### src/rtl/kst_pkg.sv
// ----------------------------------------------------------------------------
// kst_pkg
// Shared types and constants for the keyed session table with expiry.
// ----------------------------------------------------------------------------
package kst_pkg;

  localparam int DEPTH        = 32;
  localparam int PAYLOAD_BITS = 64;
  localparam int IDX_W        = $clog2(DEPTH);
  localparam int CNT_W        = $clog2(DEPTH + 1);
  localparam int ENTRY_W      = 64 + 8 + 64 + PAYLOAD_BITS;

  localparam logic [2:0] ACT_ADD            = 3'd0;
  localparam logic [2:0] ACT_FIND           = 3'd1;
  localparam logic [2:0] ACT_REMOVE         = 3'd2;
  localparam logic [2:0] ACT_REMOVE_SESSION = 3'd3;
  localparam logic [2:0] ACT_CLEANUP        = 3'd4;

  typedef struct packed {
    logic [2:0]  action;
    logic [63:0] session_id;
    logic [7:0]  context_req;
    logic [63:0] expiry_time;
    logic [63:0] entry_payload;
    logic [63:0] current_time;
  } kst_in_t;

  typedef struct packed {
    logic        success;
    logic [63:0] found_expiry;
    logic [63:0] found_payload;
    logic [5:0]  removed_count;
    logic [5:0]  entries_in_use;
  } kst_out_t;

  typedef struct packed {
    logic [63:0]             session;
    logic [7:0]              ctx;
    logic [63:0]             expiry;
    logic [PAYLOAD_BITS-1:0] payload;
  } kst_entry_t;

  typedef struct packed {
    logic key_hit;
    logic sess_hit;
    logic expired;
    logic free;
  } kst_hit_t;

endpackage

### src/rtl/kst_match.sv
// ----------------------------------------------------------------------------
// kst_match
// Compares one stored entry against the request key and the present time.
// ----------------------------------------------------------------------------
module kst_match (
  input  kst_pkg::kst_in_t    req,
  input  kst_pkg::kst_entry_t entry,
  input  logic                valid,
  output kst_pkg::kst_hit_t   hit
);

  logic id_ok;
  logic sess_eq;

  assign id_ok   = (req.session_id != 64'd0);
  assign sess_eq = valid && id_ok && (entry.session == req.session_id);

  always_comb begin
    hit.sess_hit = sess_eq;
    hit.key_hit  = sess_eq && (entry.ctx == req.context_req);
    hit.expired  = valid && (entry.expiry != 64'd0) && (entry.expiry <= req.current_time);
    hit.free     = !valid;
  end

endmodule

### config.mk
export PLATFORM = sky130hd
export DESIGN_NAME = kst_match
export DESIGN_NICKNAME = d
export VERILOG_FILES = /design/src/rtl/kst_pkg.sv /design/src/rtl/kst_match.sv
export SDC_FILE = /design/constraint.sdc
export NUM_CORES = 1
export LEC_CHECK = 0
export ABC_AREA = 1
export BUFFER_PORTS_ARGS = -buffer_cell sky130_fd_sc_hd__buf_4
export CAP_MARGIN = 20
export CORE_AREA = 2 2 183 185
export DETAILED_ROUTE_END_ITERATION = 6
export DIE_AREA = 0 0 185 187
export PLACE_DENSITY = 0.34
export SYNTH_ARGS = -nofsm -noshare
export SYNTH_HDL_FRONTEND = slang
export SYNTH_SLANG_ARGS = --single-unit
### constraint.sdc
create_clock -name vclk -period 2.3
set_input_delay 0.46 -clock vclk [all_inputs]
set_output_delay 0.46 -clock vclk [all_outputs]
set_load 0.1 [all_outputs]
==> flow_summary.yaml <==
timing:
  worst_slew_pin_slew_ns: 0.328
  rsz0062_at_grt: "yes"
  hold_viol: 0
  finalSetupViolCount: 1
  fin_crit_ns: 2.42
  slew_headroom: 0.779
  fmax_mhz: 414
  maxSlewViolCount: 0
  layout_setup_ws_ns: -0.116
  period_share: 1.05
placed_design:
  port_buffers: 277
  detailed_place_hpwl_mm: 16.8
  dp.cells: 1292
  place_congestion: 0.820
  pre_cts_slack_ns: -0.418
floorplan:
  fp.dieW_microns: 185
  die_area_sq_um: 34600
  die_h_microns: 187
  start_util: 0.0937
  core_sq_um: 32900
  rows: 67
  io_pins: 472
power:
  power.internal_uw: 630
  pwr-share-comb: 1.000
  p_switching_uw: 492
  leakagePower_uw: 0.00337
  p_seq_frac: 0
  ir_drop_uv: 53.5
  p_per_area_nw_per_um2: 166
  power.share.clock: 0
  finalPower_uw: 1120
  netSwitchingFraction: 0.439
setup_path:
  endpoint_kind: "output pin"
  critPathArrivalTime_ns: 1.96
  critical_path_class: "in -> out"
  startpoint_type: "primary input"
  critPathLaunch: "req[9]"
  required_ns: 1.84
  critPathMaxFanout: 2
finish:
  n_clock_buffer: 0
  regArea_sq_um: 0
  diodes: 0
  syn_to_final_growth_pct: 120
  seq_cell_count: 0
  drive_gt1_frac: 0.523
  fin_cells: 1295
  finalNetCount: 1381
logic_synthesis:
  syn_area_per_cell_sq_um: 5.93
  synth_top_cells_by_area: "ha_1 26%, nand2_1 13%, inv_1 13%"
  ys_seq_area_frac: 0
  synth.net_count: 1051
  synth_area_sq_um: 3080
  synth_cells: 519
  ys_types: 35
  synth_top_cell_by_area: "ha_1"
  yosysTopAreaCellShare: 0.260
  yosysWarnings: 0
min_path:
  hp-class: "in -> out"
  worstHoldStart: "valid"
  hold_depth: 3
  worst_hold_path.endpoint: "hit[0]"
routing:
  drt-total-wl_mm: 17.7
  via_count: 4445
  ant_nets: 0
  wl_per_cell_microns: 13.7
  dr.pass1.iters: 6
  drc: 0
  drt_iter0_markers: 69
  vias_per_cell: 3.43
grt:
  grt_max_degree: 4
  antenna_found_initial: 0
  grt_pass1_vias: 4858
  grt_util_all_layers: 0.0967
  grt-ovfl-total: 0
  grt_first_pass_wirelength_mm: 26.1
run_status:
  status: "finished, violations left"
  violations: "negative setup slack"
job:
  cap_violations: 0
==> per-layer routing <==
layer / up-vias / routed length [microns] / track usage
met2: 177 / 8510 / 0.179
met1: 1897 / 7590 / 0.117
met5: - / 0 / 0
met3: 6 / 1460 / 0.0224
li1: 2365 / - / -
met4: 0 / 160 / 0.00763
==> cells by family (layout without fill, tap and decap cells) <==
group	after synthesis	count (layout)	share of synthesized area
AND/OR/NAND/NOR	232	232	0.354
AO/OA/AOI/OAI	70	70	0.136
adder cells (fa/ha/maj)	64	64	0.260
XOR/XNOR	38	38	0.108
buffers and inverters	115	443	0.142
==> through the flow <==
stage / hold WS (ns) / area [sq um] / utilization / TNS (ns)
floorplan: 1.13 / 3090 / - / -0.248
global placement: 1.34 / 6090 / 0.185 / -0.794
detailed placement: 1.35 / 6090 / 0.185 / -0.747
CTS: 1.34 / 6420 / 0.196 / -0.167
global route: 1.36 / 6760 / 0.206 / -0.267
finish: 1.34 / 6760 / 0.206 / -0.116
==> cell usage after synthesis, types with 2 or more instances <==
master and number:
o21ai_1 13, ha_1 64, inv_1 104, nand2_1 105, a21oi_1 30, xnor2_1 26, o21ai_0 2, o22ai_1 9
nor3_2 2, nand3_2 2, o21a_1 3, o21bai_1 2, nand4_1 15, o2111ai_1 3, nor2_2 2, inv_2 9
a221oi_1 2, nand3_1 13, nor2_1 59, xor2_1 12, nor4_1 22, a22o_1 3, nor3_1 5
==> cell type report <==
type,count,area (sq um)
Fill cell,3811,26100
Timing Repair Buffer,329,2570
Inverter,114,438
Tap cell,448,561
Multi-Input combinational cell,404,3190
==> placed cells by master, fill, tap and decap left out, types with 19 or more instances in the layout <==
cell type / instances
inv_1: 87
ha_1: 41
ha_4: 23
nor2_1: 50
nand2_1: 95
xnor2_1: 24
buf_4: 312
nor4_1: 19
inv_2: 23
==> power groups by stage <==
stage,logic (uW),clock network (uW),registers (uW)
2_1_floorplan,385,0,0
3_3_place_gp,999,0,0
3_5_place_dp,1000,0,0
4_1_cts,1070,0,0
5_1_grt,1260,0,0
6_report,1120,0,0
==> how the worst max path moves through the flow <==
stage	end	slack [ns]	depth (start not counted)
6_report	hit[1]	-0.12	9
4_1_cts	hit[1]	-0.17	9
5_1_grt	hit[1]	-0.24	15
2_1_floorplan	hit[1]	-0.14	9
3_3_place_gp	hit[1]	-0.44	13
3_5_place_dp	hit[1]	-0.42	13
==> worst max-delay path, stage by stage <==
cell and delay [ns]:
buf_6 0.07, inv_2 0.03, ha_4 0.26, nand4_1 0.15, nor3_2 0.25, nor4b_4 0.25, nand3_2 0.12, a21oi_4 0.16
buf_12 0.19
==> timing repair <==
action	4_1_cts	5_1_grt
pin swaps	30	33
gates resized for setup	61	61
setup endpoints to repair	3	3
buffers inserted	1	2
hold buffers	0	0
No activity file was read; power rests on OpenSTA's default activity.
