===== src/rtl/kst_ram.sv =====
// ----------------------------------------------------------------------------
// kst_ram
// Generic simple dual-port RAM, one write port, registered read port.
// ----------------------------------------------------------------------------
module kst_ram #(
  parameter int WIDTH = 8,
  parameter int DEPTH = 32
) (
  input  logic                     clk,
  input  logic                     we,
  input  logic [$clog2(DEPTH)-1:0] waddr,
  input  logic [WIDTH-1:0]         wdata,
  input  logic                     re,
  input  logic [$clog2(DEPTH)-1:0] raddr,
  output logic [WIDTH-1:0]         rdata
);

  logic [WIDTH-1:0] mem [DEPTH];

  always_ff @(posedge clk) begin
    if (we) begin
      mem[waddr] <= wdata;
    end
    if (re) begin
      rdata <= mem[raddr];
    end
  end

endmodule


===== config.mk =====
export PLATFORM = sky130hd
export DESIGN_NAME = kst_ram
export DESIGN_NICKNAME = d
export VERILOG_FILES = /design/src/rtl/kst_ram.sv
export SDC_FILE = /design/constraint.sdc
export NUM_CORES = 1
export LEC_CHECK = 0
export ABC_AREA = 1
export ABC_CLOCK_PERIOD_IN_PS = 1600
export BUFFER_PORTS_ARGS = -buffer_cell sky130_fd_sc_hd__buf_4
export CAP_MARGIN = 20
export CELL_PAD_IN_SITES_DETAIL_PLACEMENT = 0
export CELL_PAD_IN_SITES_GLOBAL_PLACEMENT = 1
export CORE_ASPECT_RATIO = 0.5
export CORE_MARGIN = 8
export CORE_UTILIZATION = 53
export CTS_BUF_LIST = sky130_fd_sc_hd__clkbuf_4 sky130_fd_sc_hd__clkbuf_8
export DETAILED_ROUTE_END_ITERATION = 7
export PLACE_DENSITY = 0.84
export SLEW_MARGIN = 25
export SYNTH_ARGS = -nofsm -noshare
export SYNTH_HDL_FRONTEND = slang
export SYNTH_SLANG_ARGS = --single-unit

===== constraint.sdc =====
create_clock -name clk -period 1.6 [get_ports clk]
set_clock_uncertainty 0.15 [all_clocks]
set_input_delay 0.16 -clock clk [delete_from_list [all_inputs] [get_ports clk]]
set_output_delay 0.16 -clock clk [all_outputs]
set_load 0.01 [all_outputs]

==> results of run 1 <==
metal layers:
metal | GRT usage [%] | routed length [µm] | vias up | part of all wire [%]
met3 | 3.848 | 2130 | 42 | 8.1
met4 | 6.233 | 488 | 0 | 1.9
met1 | 27.59 | 11150 | 3580 | 42
met5 | 0 | 0 | - | 0
li1 | - | - | 3390 | -
met2 | 34.51 | 12470 | 319 | 48
metrics by stage:
stage               instance area (µm²)  utilization, %  hold slack, ns  setup TNS, ns  setup WS (ns)
floorplan                         10870               -          0.1089              0         0.2560
global placement                  11660           57.39          0.3089        -0.6841        -0.1265
detailed placement                11660           57.39          0.3090        -0.7542        -0.1242
CTS                               12470           61.34          0.1127              0         0.1523
global route                      12470           61.34          0.1457              0        0.09112
finish                            12470           61.34          0.1342              0         0.1810
synthesized netlist by cell type (all sizes together):
master	n	area, µm²
nor2	32	120.1
inv	10	37.54
nand2	360	1351
buf	45	382.9
nand3	204	1021
clkbuf	7	26.28
edfxtp	264	7928
power by group through the flow:
stage	registers [mW]	logic, mW	clock network [mW]
global placement	7.89	1.00	0
finish	7.75	1.04	5.03
CTS	7.75	1.03	5.09
detailed placement	7.89	1.01	0
global route	7.75	1.13	5.41
floorplan	7.89	0.554	0
path summary, 6_finish.rpt:
| path | startpoint | endpoint | slack, ns |
|---|---|---|---|
| min reg2reg | mem[14][1] | rdata[1] | 0.72 |
| min | raddr[3] | rdata[1] | 0.13 |
| max reg2reg | mem[1][7] | rdata[7] | 0.19 |
| max | rdata[6] | rdata[6] | 0.18 |
registers in the layout, summed over array words and instances, names as in the netlist:
signal  flops
rdata       8
mem       256
repair_timing:
action / 4_1_cts / 5_1_grt
hold buffers: 10 / 0
endpoints found under the hold margin: 272 / 0
buffers inserted: 0 / 0
setup endpoints to repair: 0 / 0
layout make-up:
| type | count | area [µm²] |
|---|---|---|
| clock buffer | 52 | 646.9 |
| clock inverter | 14 | 56.30 |
| fill | 1583 | 7856 |
| inverter | 10 | 38.79 |
| multi-input combinational | 596 | 2492 |
| sequential | 264 | 7928 |
| tap | 273 | 341.6 |
| timing repair buffer | 105 | 963.4 |
logic make-up (layout without fill, tap and decap cells):
group,count (synthesis),after routing,synth area share [%]
flops,264,264,72.95
simple gates,596,596,22.94
buf+inv,62,181,4.111
==> summary.md, run 1 <==
| Metric | Value |
|---|---|
| Starting Density | 53.47% |
| Net count, final | 1037 |
| Share of layout cells above drive strength 1 | 14.60% |
| Most common cell after layout, fill and taps aside | nand2_1 |
| Max Freq | 704.7 MHz |
| Drt pass-1 iters | 5 |
| CP Cell Sequence | buf_4 |
| Port Buffers | 28 |
| CTS root buf | clkbuf_8 |
| Clock-pin slew on the worst setup and hold paths | 0.07 ns |
| CP delay by family, top | flip-flops |
| Synthesized Nets | 943 |
| Clk_lat worst skew | 0.52 ns |
| CORE AREA | 20320 µm² |
| Average size of a mapped cell | 11.79 µm² |
| Slowest-stage cell, CP | edfxtp_1 |
| Slowest cell delay on critical path | 0.42 ns |
| RePlAce Congestion | 0.8580 |
| Sequential share of power | 56.1% |
| Io pins | 29 |
| Hpwl dp | 16050 µm |
| Die X | 218.5 µm |
| Post-synthesis cell area | 10870 µm² |
| H-tree levels | 2 |
| CP Data Arrival Time | 1.11 ns |
| Startpoint Class | register |
| Initial DRC Count | 816 |
| Initial antenna violation count | 0 |
| Sequential area share after synthesis | 72.95% |
| Maxcap violations | 0 |
| Period utilization | 88.69% |
| Total CTS buffers | 39 |
| Die Footprint | 25620 µm² |
| Setup violators final | 0 |
| Number of global-route vias before repair | 7197 |
| Non-Filler Instances | 1314 |
| Yosys warning count | 0 |
| Internal | 10.67 mW |
| Clock share of power | 36.4% |
| Switching part of the total | 22.76% |
| First-pass GRT wire length | 40040 µm |
| Relative slew margins | 64.15% |
| Largest net degree at the start of global routing | 54 |
| Syn Inst Count | 922 |
| Clock Tree Buf Depth | 3 |
| Logic pwr share | 7.5% |
| CTS-repair resized insts | 0 |
| Worst-case reg-to-reg path depth | 8 |
| Routed WL | 26240 µm |
| # placed instances | 1238 |
| Worst Max-Slew Pin Slew | 0.5378 ns |
| Worst setup EP type | output pin |
| Unrepaired setup endpoints after global routing | false |
| GRT Total Usage | 20.67% |
| Synth Register Bits | 264 |
| Most frequent cells in the layout | 360 x nand2_1, 264 x edfxtp_1, 204 x nand3_1, 83 x buf_4, 41 x clkbuf_8 |
| TritonCTS clock tree | built |
| Crit path required time | 1.29 ns |
| Power density over the cells | 1108 nW/µm² |
| Post-layout min period | 1.419 ns |
| PnR Total Power | 13.81 mW |
| N_diodes | 0 |
| Height of the die | 117.3 µm |
| Unique masters post-synth | 11 |
| Residual DRC | 0 |
| Via density | 5.579 |
| Sink Count | 264 |
| Gr ovfl total | 0 |
| Critical path peak fanout | 1 |
| Switching pwr | 3.142 mW |
| Leakage power | 4.730 nW |
| Status | completed |
| DRT antenna net count | 0 |
| Worst Path Buf+Inv | 1 |
| Wire length per cell | 19.97 µm |
| Slew Viols, Final | 0 |
| Peak supply drop | 0.5797 mV |
| WS Path Type | register to output pin |
| Vias | 7331 |
| HP Class | input pin to register |
| Row cnt | 37 |
| Final hold violation count | 0 |
| Number of cells on the critical path | 1 |
| Layout area overhead | 14.73% |
| Worst hold path cell count | 6 |
Power figures use the tool's default switching activity.
==> inputs of run 2 (changes only) <==
--- a/config.mk
+++ b/config.mk
@@ -7,7 +7,7 @@
 export LEC_CHECK = 0
 export ABC_AREA = 1
 export ABC_CLOCK_PERIOD_IN_PS = 1600
-export BUFFER_PORTS_ARGS = -buffer_cell sky130_fd_sc_hd__buf_4
+export BUFFER_PORTS_ARGS = -buffer_cell sky130_fd_sc_hd__buf_2
 export CAP_MARGIN = 20
 export CELL_PAD_IN_SITES_DETAIL_PLACEMENT = 0
 export CELL_PAD_IN_SITES_GLOBAL_PLACEMENT = 1
@@ -17,6 +17,7 @@
 export CTS_BUF_LIST = sky130_fd_sc_hd__clkbuf_4 sky130_fd_sc_hd__clkbuf_8
 export DETAILED_ROUTE_END_ITERATION = 7
 export PLACE_DENSITY = 0.84
+export RECOVER_POWER = 25
 export SLEW_MARGIN = 25
 export SYNTH_ARGS = -nofsm -noshare
 export SYNTH_HDL_FRONTEND = slang
==> run 2 against run 1 <==
Hold slack lost 0.0083 ns. Cell count grew 0.53%. Non-clock buffer count grew 6. Sequential cell count is the same. Global-route usage is essentially flat. Register-to-register slack lost 0.07 ns. Die area is the same. Highest routed layer unchanged.
==> summary.md, run 2 (synthesized netlist as in run 1, its figures left out) <==
| Metric | Value |
|---|---|
| Gr ovfl total | 0 |
| Logic pwr share | 7.5% |
| Initial DRC Count | 725 |
| Clk_lat worst skew | 0.53 ns |
| Startpoint Class | register |
| First-pass GRT wire length | 40120 µm |
| Worst setup EP type | register |
| Worst hold endpoint | rdata[6] |
| HP Class | input pin to register |
| Setup violators final | 0 |
| Drt pass-1 iters | 6 |
| DRT antenna net count | 0 |
| Routed WL | 25710 µm |
| Met3 Track Usage GR | 3.643% |
| H-tree levels | 2 |
| Leakage power | 4.744 nW |
| Switching pwr | 3.163 mW |
| Maxcap violations | 0 |
| Met2 usage | 32.98% |
| Largest net degree at the start of global routing | 52 |
| Initial antenna violation count | 0 |
| Internal | 10.74 mW |
| CTS root buf | clkbuf_8 |
| WS Path Type | register to register |
| Slew Viols, Final | 0 |
| Max Freq | 677.9 MHz |
| Busiest layer in global routing | met2 |
| Worst hold path cell count | 6 |
| Most common cell after layout, fill and taps aside | nand2_1 |
| Most frequent cells in the layout | 360 x nand2_1, 264 x edfxtp_1, 204 x nand3_1, 47 x buf_4, 41 x clkbuf_8 |
| Hpwl dp | 16170 µm |
| Status | completed |
| Worst R2R Start | mem[9][1] |
| Clock-pin slew on the worst setup and hold paths | 0.06 ns |
| Critical path peak fanout | 1 |
| Period utilization | 92.19% |
| Row cnt | 37 |
| Clock share of power | 36.8% |
| Non-Filler Instances | 1321 |
| Power density over the cells | 1112 nW/µm² |
| RePlAce Congestion | 0.8562 |
| TritonCTS clock tree | built |
| Via density | 5.497 |
| Sink Count | 264 |
| CTS-repair resized insts | 0 |
| Number of global-route vias before repair | 7222 |
| Clock Tree Buf Depth | 3 |
| Layout area overhead | 15.03% |
| # placed instances | 1247 |
| CP Data Arrival Time | 1.58 ns |
| Unrepaired setup endpoints after global routing | false |
| Net count, final | 1042 |
| Met1 usage | 28.43% |
| Die Footprint | 25620 µm² |
| CORE AREA | 20320 µm² |
| Post-layout min period | 1.475 ns |
| Io pins | 29 |
| Switching part of the total | 22.75% |
| GRT Total Usage | 20.66% |
| Wire length per cell | 19.46 µm |
| Worst-case reg-to-reg path depth | 8 |
| PnR Total Power | 13.90 mW |
| Residual DRC | 0 |
| Largest register FFs | 256 |
| Biggest register | mem |
| Total CTS buffers | 38 |
| Worst Max-Slew Pin Slew | 0.7620 ns |
| Height of the die | 117.3 µm |
| Final hold violation count | 0 |
| Final TNS setup | 0 ns |
| Crit path required time | 1.71 ns |
| Vias | 7261 |
| R2R setup slack | 0.12 ns |
| Relative slew margins | 49.20% |
| Largest regs | mem (256), rdata (8) |
| Sequential share of power | 55.7% |
| Starting Density | 53.47% |
| Die X | 218.5 µm |
| Port Buffers | 28 |
| Critical Path Source | mem[9][1] |
| Share of layout cells above drive strength 1 | 14.69% |
| Hold Path Origin | raddr[3] |
| Peak supply drop | 0.5231 mV |
| N_diodes | 0 |
| Reg2reg end | rdata[1] |
## run 2: layout make-up
| cell class | instances | area [µm²] |
|---|---|---|
| clock buffer | 55 | 669.4 |
| clock inverter | 12 | 48.80 |
| fill | 1576 | 7824 |
| inverter | 10 | 38.79 |
| multi-input combinational | 596 | 2492 |
| sequential | 264 | 7928 |
| tap | 273 | 341.6 |
| timing repair buffer | 111 | 980.9 |
## run 2: worst max path at each step
stage	endpoint	slack [ns]	depth (start not counted)
floorplan	mem[0][0]	0.26	3
global placement	rdata[1]	-0.1	12
detailed placement	rdata[4]	-0.12	12
CTS	rdata[6]	0.15	1
global route	rdata[6]	0.03	8
finish	rdata[1]	0.12	8
## run 2: through the flow
step	area [µm²]	setup slack [ns]	util [%]	hold WS, ns
4_1_cts	12540	0.1459	61.70	0.02050
2_1_floorplan	10870	0.2560	-	0.1089
3_5_place_dp	11750	-0.1211	57.82	0.3913
5_1_grt	12500	0.03413	61.50	0.1654
3_3_place_gp	11750	-0.09569	57.82	0.3812
6_report	12500	0.1250	61.50	0.1260
## run 2: repair_timing
| item | in CTS | in global routing |
|---|---|---|
| hold buffers | 7 | 0 |
| buffers inserted | 0 | 0 |
| hold endpoints to repair | 118 | 0 |
## run 2: critical path: stages (launching register included)
cell,delay [ns]
edfxtp_1,0.38
nand2_1,0.07
nand3_1,0.08
nand3_1,0.12
nand2_1,0.10
nand2_1,0.08
nand2_1,0.06
nand2_1,0.09
nand2_1,0.08
## run 2: metal layers
metal  share of wire [%]  wire length, µm
met1                  44            11300
met4                 2.7              697
met5                   0                0
met2                  46            11840
met3                 7.3             1878
## run 2: power groups by stage
| stage | clock network [mW] | registers [mW] | logic [mW] |
|---|---|---|---|
| global route | 5.52 | 7.74 | 1.14 |
| floorplan | 0 | 7.89 | 0.554 |
| detailed placement | 0 | 7.89 | 1.03 |
| CTS | 5.21 | 7.74 | 1.05 |
| finish | 5.12 | 7.74 | 1.04 |
| global placement | 0 | 7.89 | 1.02 |
